File: config.mk
export PLATFORM = sky130hd
export DESIGN_NAME = framed_command_uart_transmitter_core
export DESIGN_NICKNAME = d
export VERILOG_FILES = /design/src/rtl/fcut_pkg.sv /design/src/rtl/fcut_frame_dec.sv /design/src/rtl/fcut_bit_ser.sv /design/src/rtl/framed_command_uart_transmitter_core.sv
export VERILOG_INCLUDE_DIRS = /design/src /design/src/rtl
export SDC_FILE = /design/constraint.sdc
export NUM_CORES = 1
export LEC_CHECK = 0
export ABC_AREA = 1
export BUFFER_PORTS_ARGS = -buffer_cell sky130_fd_sc_hd__clkbuf_2
export CAP_MARGIN = 10
export CORE_MARGIN = 8
export CORE_UTILIZATION = 40
export CTS_CLUSTER_DIAMETER = 40
export DETAILED_ROUTE_END_ITERATION = 12
export PLACE_DENSITY = 0.69
export SYNTH_ARGS = -nofsm -noshare
export SYNTH_HDL_FRONTEND = slang
export SYNTH_SLANG_ARGS = --single-unit
File: constraint.sdc
create_clock -name clk -period 2.5 [get_ports clk]
set_clock_uncertainty 0.2 [all_clocks]
set_input_delay 0.5 -clock clk [delete_from_list [all_inputs] [get_ports clk]]
set_output_delay 0.5 -clock clk [all_outputs]
set_load 0.1 [all_outputs]
File: src/rtl/framed_command_uart_transmitter_core_assert.svh
// Assertion macros for the framed command UART transmitter.
// Included by the modules that check their own logic; no other dependencies.
`ifndef FRAMED_COMMAND_UART_TRANSMITTER_CORE_ASSERT_SVH
`define FRAMED_COMMAND_UART_TRANSMITTER_CORE_ASSERT_SVH

`ifndef SYNTH
`define FCUT_ASSERT(label, clk, rst, prop) \
  label: assert property (@(posedge clk) disable iff (rst) (prop)) \
    else $error("fcut assertion failed");
`define FCUT_ASSERT_NEVER(label, clk, rst, cond) \
  label: assert property (@(posedge clk) disable iff (rst) !(cond)) \
    else $error("fcut forbidden condition");
`else
`define FCUT_ASSERT(label, clk, rst, prop)
`define FCUT_ASSERT_NEVER(label, clk, rst, cond)
`endif

`endif

File: src/rtl/fcut_pkg.sv
// Shared types and constants of the framed command UART transmitter.
// No dependencies; imported by every module of the block.
package fcut_pkg;

  localparam int DATA_BITS   = 8;
  localparam int BIT_SLOTS   = DATA_BITS + 2;
  localparam int SLOT_W      = $clog2(BIT_SLOTS);
  localparam int DBIT_W      = $clog2(DATA_BITS);
  localparam int HDR_BYTES   = 5;
  localparam int NBYTES_W    = $clog2(HDR_BYTES + 1);
  localparam int JOB_W       = HDR_BYTES * DATA_BITS;
  localparam int PERIOD_W    = 16;
  localparam int LEN_W       = 8;

  localparam logic [DATA_BITS-1:0] HDR_SYNC  = 8'hFD;
  localparam logic [DATA_BITS-1:0] HDR_CMD   = 8'h01;
  localparam logic [DATA_BITS-1:0] HDR_PARAM = 8'h01;
  localparam logic [PERIOD_W-1:0]  PERIOD_RESET = 16'd413;

  typedef enum logic {
    CMD_START   = 1'b0,
    CMD_PAYLOAD = 1'b1
  } cmd_t;

  typedef struct packed {
    logic [NBYTES_W-1:0] nbytes;
    logic [JOB_W-1:0]    bytes;
  } fcut_job_t;

endpackage

File: src/rtl/fcut_frame_dec.sv
// Input register, frame decoder and payload counter of the UART transmitter.
// Depends on fcut_pkg and the assertion macro header.
`include "framed_command_uart_transmitter_core_assert.svh"

module fcut_frame_dec
  import fcut_pkg::*;
(
  input  logic                 clk,
  input  logic                 rst,
  input  logic [PERIOD_W-1:0]  bit_period,
  input  logic                 s_tvalid,
  output logic                 s_tready,
  input  cmd_t                 s_cmd,
  input  logic [LEN_W-1:0]     s_len,
  input  logic [DATA_BITS-1:0] s_data,
  output logic                 job_valid,
  input  logic                 job_ready,
  output fcut_job_t            job
);

  logic                 a_valid;
  cmd_t                 a_cmd;
  logic [LEN_W-1:0]     a_len;
  logic [DATA_BITS-1:0] a_data;
  logic [LEN_W-1:0]     payload_remaining;
  logic [LEN_W-1:0]     payload_remaining_next;
  logic                 a_take;
  logic                 enabled;
  logic [LEN_W:0]       framed;

  assign enabled  = (bit_period != '0);
  assign framed   = {1'b0, a_len} + (LEN_W + 1)'(2);
  assign s_tready = !a_valid || a_take;
  assign a_take   = a_valid && ((job.nbytes == '0) || job_ready);
  assign job_valid = a_valid && (job.nbytes != '0);

  always_comb begin
    job.nbytes             = '0;
    job.bytes              = '0;
    payload_remaining_next = payload_remaining;
    unique case (a_cmd)
      CMD_START: begin
        payload_remaining_next = a_len;
        job.bytes = {HDR_PARAM, HDR_CMD, framed[DATA_BITS-1:0],
                     DATA_BITS'(framed[LEN_W:DATA_BITS]), HDR_SYNC};
        if (enabled) begin
          job.nbytes = NBYTES_W'(HDR_BYTES);
        end
      end
      CMD_PAYLOAD: begin
        job.bytes = JOB_W'(a_data);
        if (payload_remaining != '0) begin
          payload_remaining_next = payload_remaining - LEN_W'(1);
          if (enabled) begin
            job.nbytes = NBYTES_W'(1);
          end
        end
      end
      default: begin
        job.nbytes = '0;
      end
    endcase
  end

  always_ff @(posedge clk) begin
    if (rst) begin
      a_valid           <= 1'b0;
      payload_remaining <= '0;
    end else begin
      if (s_tvalid && s_tready) begin
        a_valid <= 1'b1;
      end else if (a_take) begin
        a_valid <= 1'b0;
      end
      if (a_take) begin
        payload_remaining <= payload_remaining_next;
      end
    end
  end

  always_ff @(posedge clk) begin
    if (s_tvalid && s_tready) begin
      a_cmd  <= s_cmd;
      a_len  <= s_len;
      a_data <= s_data;
    end
  end

  `FCUT_ASSERT(a_rem_changes_on_take, clk, rst,
    (payload_remaining != $past(payload_remaining)) |-> $past(a_take))
  `FCUT_ASSERT(a_drop_when_exhausted, clk, rst,
    (a_valid && a_cmd == CMD_PAYLOAD && payload_remaining == '0) |-> !job_valid)
  `FCUT_ASSERT(a_silent_when_disabled, clk, rst,
    (bit_period == '0) |-> !job_valid)

endmodule

File: src/rtl/fcut_bit_ser.sv
// Bit serializer and output register: sends each job byte as start, data, stop.
// Depends on fcut_pkg and the assertion macro header.
`include "framed_command_uart_transmitter_core_assert.svh"

module fcut_bit_ser
  import fcut_pkg::*;
(
  input  logic      clk,
  input  logic      rst,
  input  logic      job_valid,
  output logic      job_ready,
  input  fcut_job_t job,
  output logic      m_tvalid,
  input  logic      m_tready,
  output logic      m_level,
  output logic      m_tlast
);

  logic                 busy;
  logic [JOB_W-1:0]     bytes;
  logic [NBYTES_W-1:0]  bytes_left;
  logic [SLOT_W-1:0]    bit_idx;
  logic                 out_load;
  logic                 slot_end;
  logic                 job_end;
  logic [SLOT_W-1:0]    dbit;
  logic                 level_next;

  assign out_load  = busy && (!m_tvalid || m_tready);
  assign slot_end  = (bit_idx == SLOT_W'(BIT_SLOTS - 1));
  assign job_end   = slot_end && (bytes_left == NBYTES_W'(1));
  assign job_ready = !busy || (out_load && job_end);
  assign dbit      = bit_idx - SLOT_W'(1);

  always_comb begin
    if (bit_idx == '0) begin
      level_next = 1'b0;
    end else if (slot_end) begin
      level_next = 1'b1;
    end else begin
      level_next = bytes[dbit[DBIT_W-1:0]];
    end
  end

  always_ff @(posedge clk) begin
    if (rst) begin
      busy     <= 1'b0;
      m_tvalid <= 1'b0;
      bit_idx  <= '0;
    end else begin
      if (out_load) begin
        m_tvalid <= 1'b1;
      end else if (m_tready) begin
        m_tvalid <= 1'b0;
      end
      if (job_ready && job_valid) begin
        busy    <= 1'b1;
        bit_idx <= '0;
      end else if (out_load) begin
        if (job_end) begin
          busy <= 1'b0;
        end
        bit_idx <= slot_end ? '0 : bit_idx + SLOT_W'(1);
      end
    end
  end

  always_ff @(posedge clk) begin
    if (job_ready && job_valid) begin
      bytes      <= job.bytes;
      bytes_left <= job.nbytes;
    end else if (out_load && slot_end) begin
      bytes      <= bytes >> DATA_BITS;
      bytes_left <= bytes_left - NBYTES_W'(1);
    end
    if (out_load) begin
      m_level <= level_next;
      m_tlast <= job_end;
    end
  end

  `FCUT_ASSERT_NEVER(a_slot_in_range, clk, rst,
    busy && (bit_idx > SLOT_W'(BIT_SLOTS - 1)))
  `FCUT_ASSERT(a_busy_has_bytes, clk, rst, busy |-> (bytes_left != '0))
  `FCUT_ASSERT(a_last_is_stop, clk, rst, (m_tvalid && m_tlast) |-> m_level)
  `FCUT_ASSERT(a_busy_from_job, clk, rst, $rose(busy) |-> $past(job_valid))

endmodule

File: src/rtl/framed_command_uart_transmitter_core.sv
// Framed command UART transmitter core: a start transaction (tuser = 0) sends
// the five header bytes FD, (len+2) high, (len+2) low, 01, 01 and loads the
// payload count; each payload transaction (tuser = 1) sends one text byte while
// the count lasts and is dropped after it. Every byte leaves as 10 line-bit
// transactions (start 0, eight data bits LSB first, stop 1), tlast on the
// final bit of the input transaction: 50 output transactions for a start,
// 10 for a payload byte, none when bit_period is zero or the byte is dropped.
// The serializer emits one bit per cycle while m_tready is high; a one-entry
// input register takes the next transaction while bits are still going out.
// The sink holds each bit on the pin for bit_period time units.
// Depends on fcut_pkg, fcut_frame_dec and fcut_bit_ser.
module framed_command_uart_transmitter_core
  import fcut_pkg::*;
(
  input  logic        clk,
  input  logic        rst,
  input  logic        cfg_wr_en,
  input  logic [15:0] cfg_wr_data,   // bit_period
  input  logic        s_tvalid,
  output logic        s_tready,
  input  logic [15:0] s_tdata,       // [7:0] text_length, [15:8] data_byte
  input  logic [0:0]  s_tuser,       // [0] cmd
  output logic        m_tvalid,
  input  logic        m_tready,
  output logic [7:0]  m_tdata,       // [0] line_level, [7:1] zero
  output logic        m_tlast
);

  logic [PERIOD_W-1:0] bit_period;
  logic                job_valid;
  logic                job_ready;
  fcut_job_t           job;
  logic                m_level;

  always_ff @(posedge clk) begin
    if (rst) begin
      bit_period <= PERIOD_RESET;
    end else if (cfg_wr_en) begin
      bit_period <= cfg_wr_data;
    end
  end

  fcut_frame_dec u_dec (
    .clk       (clk),
    .rst       (rst),
    .bit_period(bit_period),
    .s_tvalid  (s_tvalid),
    .s_tready  (s_tready),
    .s_cmd     (cmd_t'(s_tuser[0])),
    .s_len     (s_tdata[7:0]),
    .s_data    (s_tdata[15:8]),
    .job_valid (job_valid),
    .job_ready (job_ready),
    .job       (job)
  );

  fcut_bit_ser u_ser (
    .clk      (clk),
    .rst      (rst),
    .job_valid(job_valid),
    .job_ready(job_ready),
    .job      (job),
    .m_tvalid (m_tvalid),
    .m_tready (m_tready),
    .m_level  (m_level),
    .m_tlast  (m_tlast)
  );

  assign m_tdata = {7'd0, m_level};

endmodule

==> run summary <==
The count of final hold-check violations was 0; the number of setup violations in the final report was 0. In the final design database the tool counted 503 nets. The register bit count reported by yosys is 79. In the global route stage, overall resource usage came out at 11.2%.

The capturing element type of the critical path is an output port. Yosys mapped the design onto 32 distinct sky130hd cell types. In this run, flip-flops and latches consume 54.1% of the power. The fill cell total of the finished layout was 870; the number of H-tree levels was 3. Clock latency on the worst-skew pair, taken at its later pin, is 350 ps.

Final period utilization: 94.8%. The worst setup path category was flip-flop to output port. For met1 alone, demand over resource in global routing was 12.8%. The initial core utilization was 40.7%.

For this design the ratio of total power to cell area is 672 nW/um^2. The run gives 6.84 mm as the routed wire length. The tools report the CTS root buffer as sky130_fd_sc_hd__clkbuf_8. The worst hold path begins at s_tdata[8]. Averaged over all synthesized cells, the footprint is 9.11 um^2.

For the total number of vias, the log shows 2,656. TritonCTS built the clock tree. The global routing usage on met2 is 18.7%. The number of antenna violations at the first check in global routing is 0. The clock slew at the register clock pins of the worst setup and hold paths came out at 80 ps.

The clock passes through at most 2 buffers. The via count of the first global-routing pass came out at 2,626. The antenna diode count came out at 0. For this design the total switching power over the nets is 0.000825 W.

For the residual DRC count, the log shows 0. The part of the Yosys area used for sequential elements is 55.3%. The number of standard cells in the layout, taps in and fillers out is 572. The smallest clock period supported by the final layout is computed as 2370 ps.

For the count of maximum capacitance violations, the log shows 0. The worst hold path belongs to the class input pin to flip-flop. Data arrives at the worst endpoint at 1670 ps. The die is 113 um wide. The combinational fraction of design power is 17.6%. The worst setup path is launched from a flip-flop. For flop-to-flop paths, the worst setup slack is 410 ps. Measured against its own limit, the worst slew margin works out to 63.8%. For this run, the top clock speed supported by timing is 422 MHz.

The worst-margin pin slew was 545 ps; the switching fraction of total power was 28.9%. The flow ran to the end, and the final reports show no timing, DRC or antenna violations. The endpoint of the most critical register-to-register path was u_ser.bytes[4]. In this run the cell area of the synthesized design comes to 3730 um^2. Setup total negative slack on the finished layout was measured at 0 ps. The global-route track usage on met3 came out at 3.38%. For the worst setup path, the data required time is 1800 ps.

The count of input and output buffers is 41, and the instance count of the mapped netlist is 409. After floorplanning, the core was divided into 35 placement rows. The peak fanout along the critical path was 3; the signed area change from the synthesized netlist to the final layout was 14.0%.

Worst hold slack: 116 ps. The startpoint identified for the worst register-to-register timing path is u_dec.payload_remaining[0]. The number of buffers added by the clock tree synthesis step is 9, and the die span in y is 113 um. The tools report the share of total power in the clock network as 28.3%.

Number of cells on the worst hold path: 1. The tools report the pin count of the biggest net entering global routing as 34. The logs give 5 for the first-pass detailed-route iteration total and 0 for the remaining number of nets flagged by the antenna check after routing. The violation count after the first detailed-route iteration was 159. The run gives 12,700 um^2 as the area of the die. The worst-case IR drop observed on VDD is 337 uV. In the routed layout, each cell is associated on average with a via count of 4.64. The layer flagged by global routing as most heavily used is met2.

The run gives 0 as the final number of max-transition violations. In the final layout, the share of cells above drive strength 1 is 23.0%. The cell count of the worst reg-to-reg path was 9.

During synthesis, Yosys emitted a total of 0 warnings. The run gives 9150 um^2 as the placeable core area. The average routed wire per standard cell works out to 12.0 um. The run gives 5.00 mm as the total half-perimeter wirelength after legalization and detailed placement. The internal portion of the total power is 0.00203 W.

Setup repair after global routing left no endpoint under its margin. The end point of the most critical hold path is u_dec.a_data[0]. The aggregate global routing overflow is 0, and the number of clock sinks seen by CTS is 79. The I/O pin count was 49; the wire length of the first global-routing pass was 11.4 mm.

Summed over all cells, the static leakage comes to 1.90 nW. After detailed placement, the design holds a cell count of 553. At the end of routability-driven placement, the weighted congestion stood at 0.804.
## cells in the mapped netlist, drive strengths merged
| cell type | number | area [um^2] |
|---|---|---|
| mux2i | 1 | 10.0 |
| xnor2 | 1 | 8.76 |
| nand3b | 3 | 22.5 |
| edfxtp | 48 | 1440 |
| or2 | 1 | 6.26 |
| buf | 15 | 129 |
| dfxtp | 31 | 621 |
| nand3 | 25 | 138 |
| a21oi | 13 | 68.8 |
| ha | 9 | 113 |
| xor2 | 5 | 43.8 |
| nor2 | 75 | 294 |
| nand4 | 3 | 25.0 |
| o21ai | 31 | 196 |
| conb | 1 | 3.75 |
| nor3 | 2 | 21.3 |
| clkbuf | 4 | 15.0 |
| clkinv | 1 | 3.75 |
| inv | 41 | 154 |
| nand2 | 98 | 405 |
| a22oi | 1 | 7.51 |
## power groups by stage
| stage | registers, W | logic, W | clock network, W |
|---|---|---|---|
| after detailed placement | 0.00157 | 0.000498 | 0 |
| after CTS | 0.00155 | 0.000502 | 0.000830 |
| final | 0.00154 | 0.000502 | 0.000807 |
| after global routing | 0.00155 | 0.000568 | 0.000880 |
| after global placement | 0.00157 | 0.000487 | 0 |
| after floorplan | 0.00158 | 0.000392 | 0 |
## state kept, by name, indices dropped and copies added, names as in the netlist
register	cells
u_ser.busy	1
u_dec.a_data	8
u_ser.bit_idx	4
u_ser.m_tvalid	1
u_dec.a_cmd	1
u_dec.a_valid	1
u_ser.m_level	1
u_dec.a_len	8
u_ser.m_tlast	1
bit_period	16
u_dec.payload_remaining	8
u_ser.bytes_left	3
u_ser.bytes	26
## worst max path at each step
stage                                     startpoint        endpoint  slack [ps]  cells after the start
final                               u_ser.bit_idx[1]        s_tready         130                      9
after global routing                u_ser.bit_idx[1]        s_tready          30                      9
after CTS                           u_ser.bit_idx[1]        s_tready          20                      9
after detailed placement            u_ser.bit_idx[0]  u_dec.a_len[5]         320                     10
after global placement    u_dec.payload_remaining[0]        s_tready         370                      7
after floorplan                     u_ser.bit_idx[0]     u_dec.a_cmd           4                      9
## routing by layer
metal / vias to the layer above / share of wire, %
met5: - / 0
met4: 0 / 2.0
met3: 14 / 4.2
met2: 55 / 47
met1: 1187 / 47
li1: 1400 / -
## per-stage QoR
stage	instance area, um^2	setup slack, ps	power (W)	util [%]
final	4250	131	0.00285	46.4
after global routing	4250	26.6	0.00300	46.4
after CTS	4200	15.8	0.00288	45.9
after detailed placement	4030	322	0.00207	44.1
after floorplan	3760	4.01	0.00197	-
after global placement	4030	372	0.00206	44.1
## critical path: stages, from the launching register on
cell	delay, ps
sky130_fd_sc_hd__dfxtp_4	340
sky130_fd_sc_hd__inv_1	70
sky130_fd_sc_hd__ha_2	180
sky130_fd_sc_hd__nand2_2	70
sky130_fd_sc_hd__nor2_4	140
sky130_fd_sc_hd__nand3_2	80
sky130_fd_sc_hd__nand2_2	110
sky130_fd_sc_hd__inv_2	60
sky130_fd_sc_hd__nand3_4	90
sky130_fd_sc_hd__buf_12	180
## placed cells by master (no fill, tap or decap), drive strengths merged
cell and count:
nand3b 3, conb 7, a21oi 13, dfxtp 31, o21ai 31, a22oi 1, mux2i 1, nand2 98
clkinv 5, buf 9, xnor2 1, xor2 5, nand3 25, nor2 75, or2 1, nand4 3
nor3 2, edfxtp 48, inv 41, ha 9, clkbuf 52
## kinds of logic after synthesis
group / after synthesis / synth area share (%)
AO/OA/AOI/OAI: 45 / 7.32
XOR/XNOR: 6 / 1.41
adder cells (fa/ha/maj): 9 / 3.02
buffers and inverters: 61 / 8.09
flip-flops: 79 / 55.3
multiplexers: 1 / 0.269
other: 1 / 0.101
AND/OR/NAND/NOR: 207 / 24.5
## area by class of cell
type / count / area, um^2 / area share [%]
Sequential cell: 79 / 2070 / 48.7
Multi-Input combinational cell: 275 / 1410 / 33.3
Timing Repair Buffer: 49 / 305 / 7.19
Inverter: 42 / 158 / 3.71
Tap cell: 111 / 139 / 3.27
Clock buffer: 12 / 138 / 3.24
Clock inverter: 4 / 23.8 / 0.560
## repair_timing
action,CTS,global route
gates resized for setup,1,8
hold buffers,0,0
pin swaps,1,2
endpoints found under the setup margin,1,1
buffers inserted,1,2
Power figures use the tool's default switching activity.
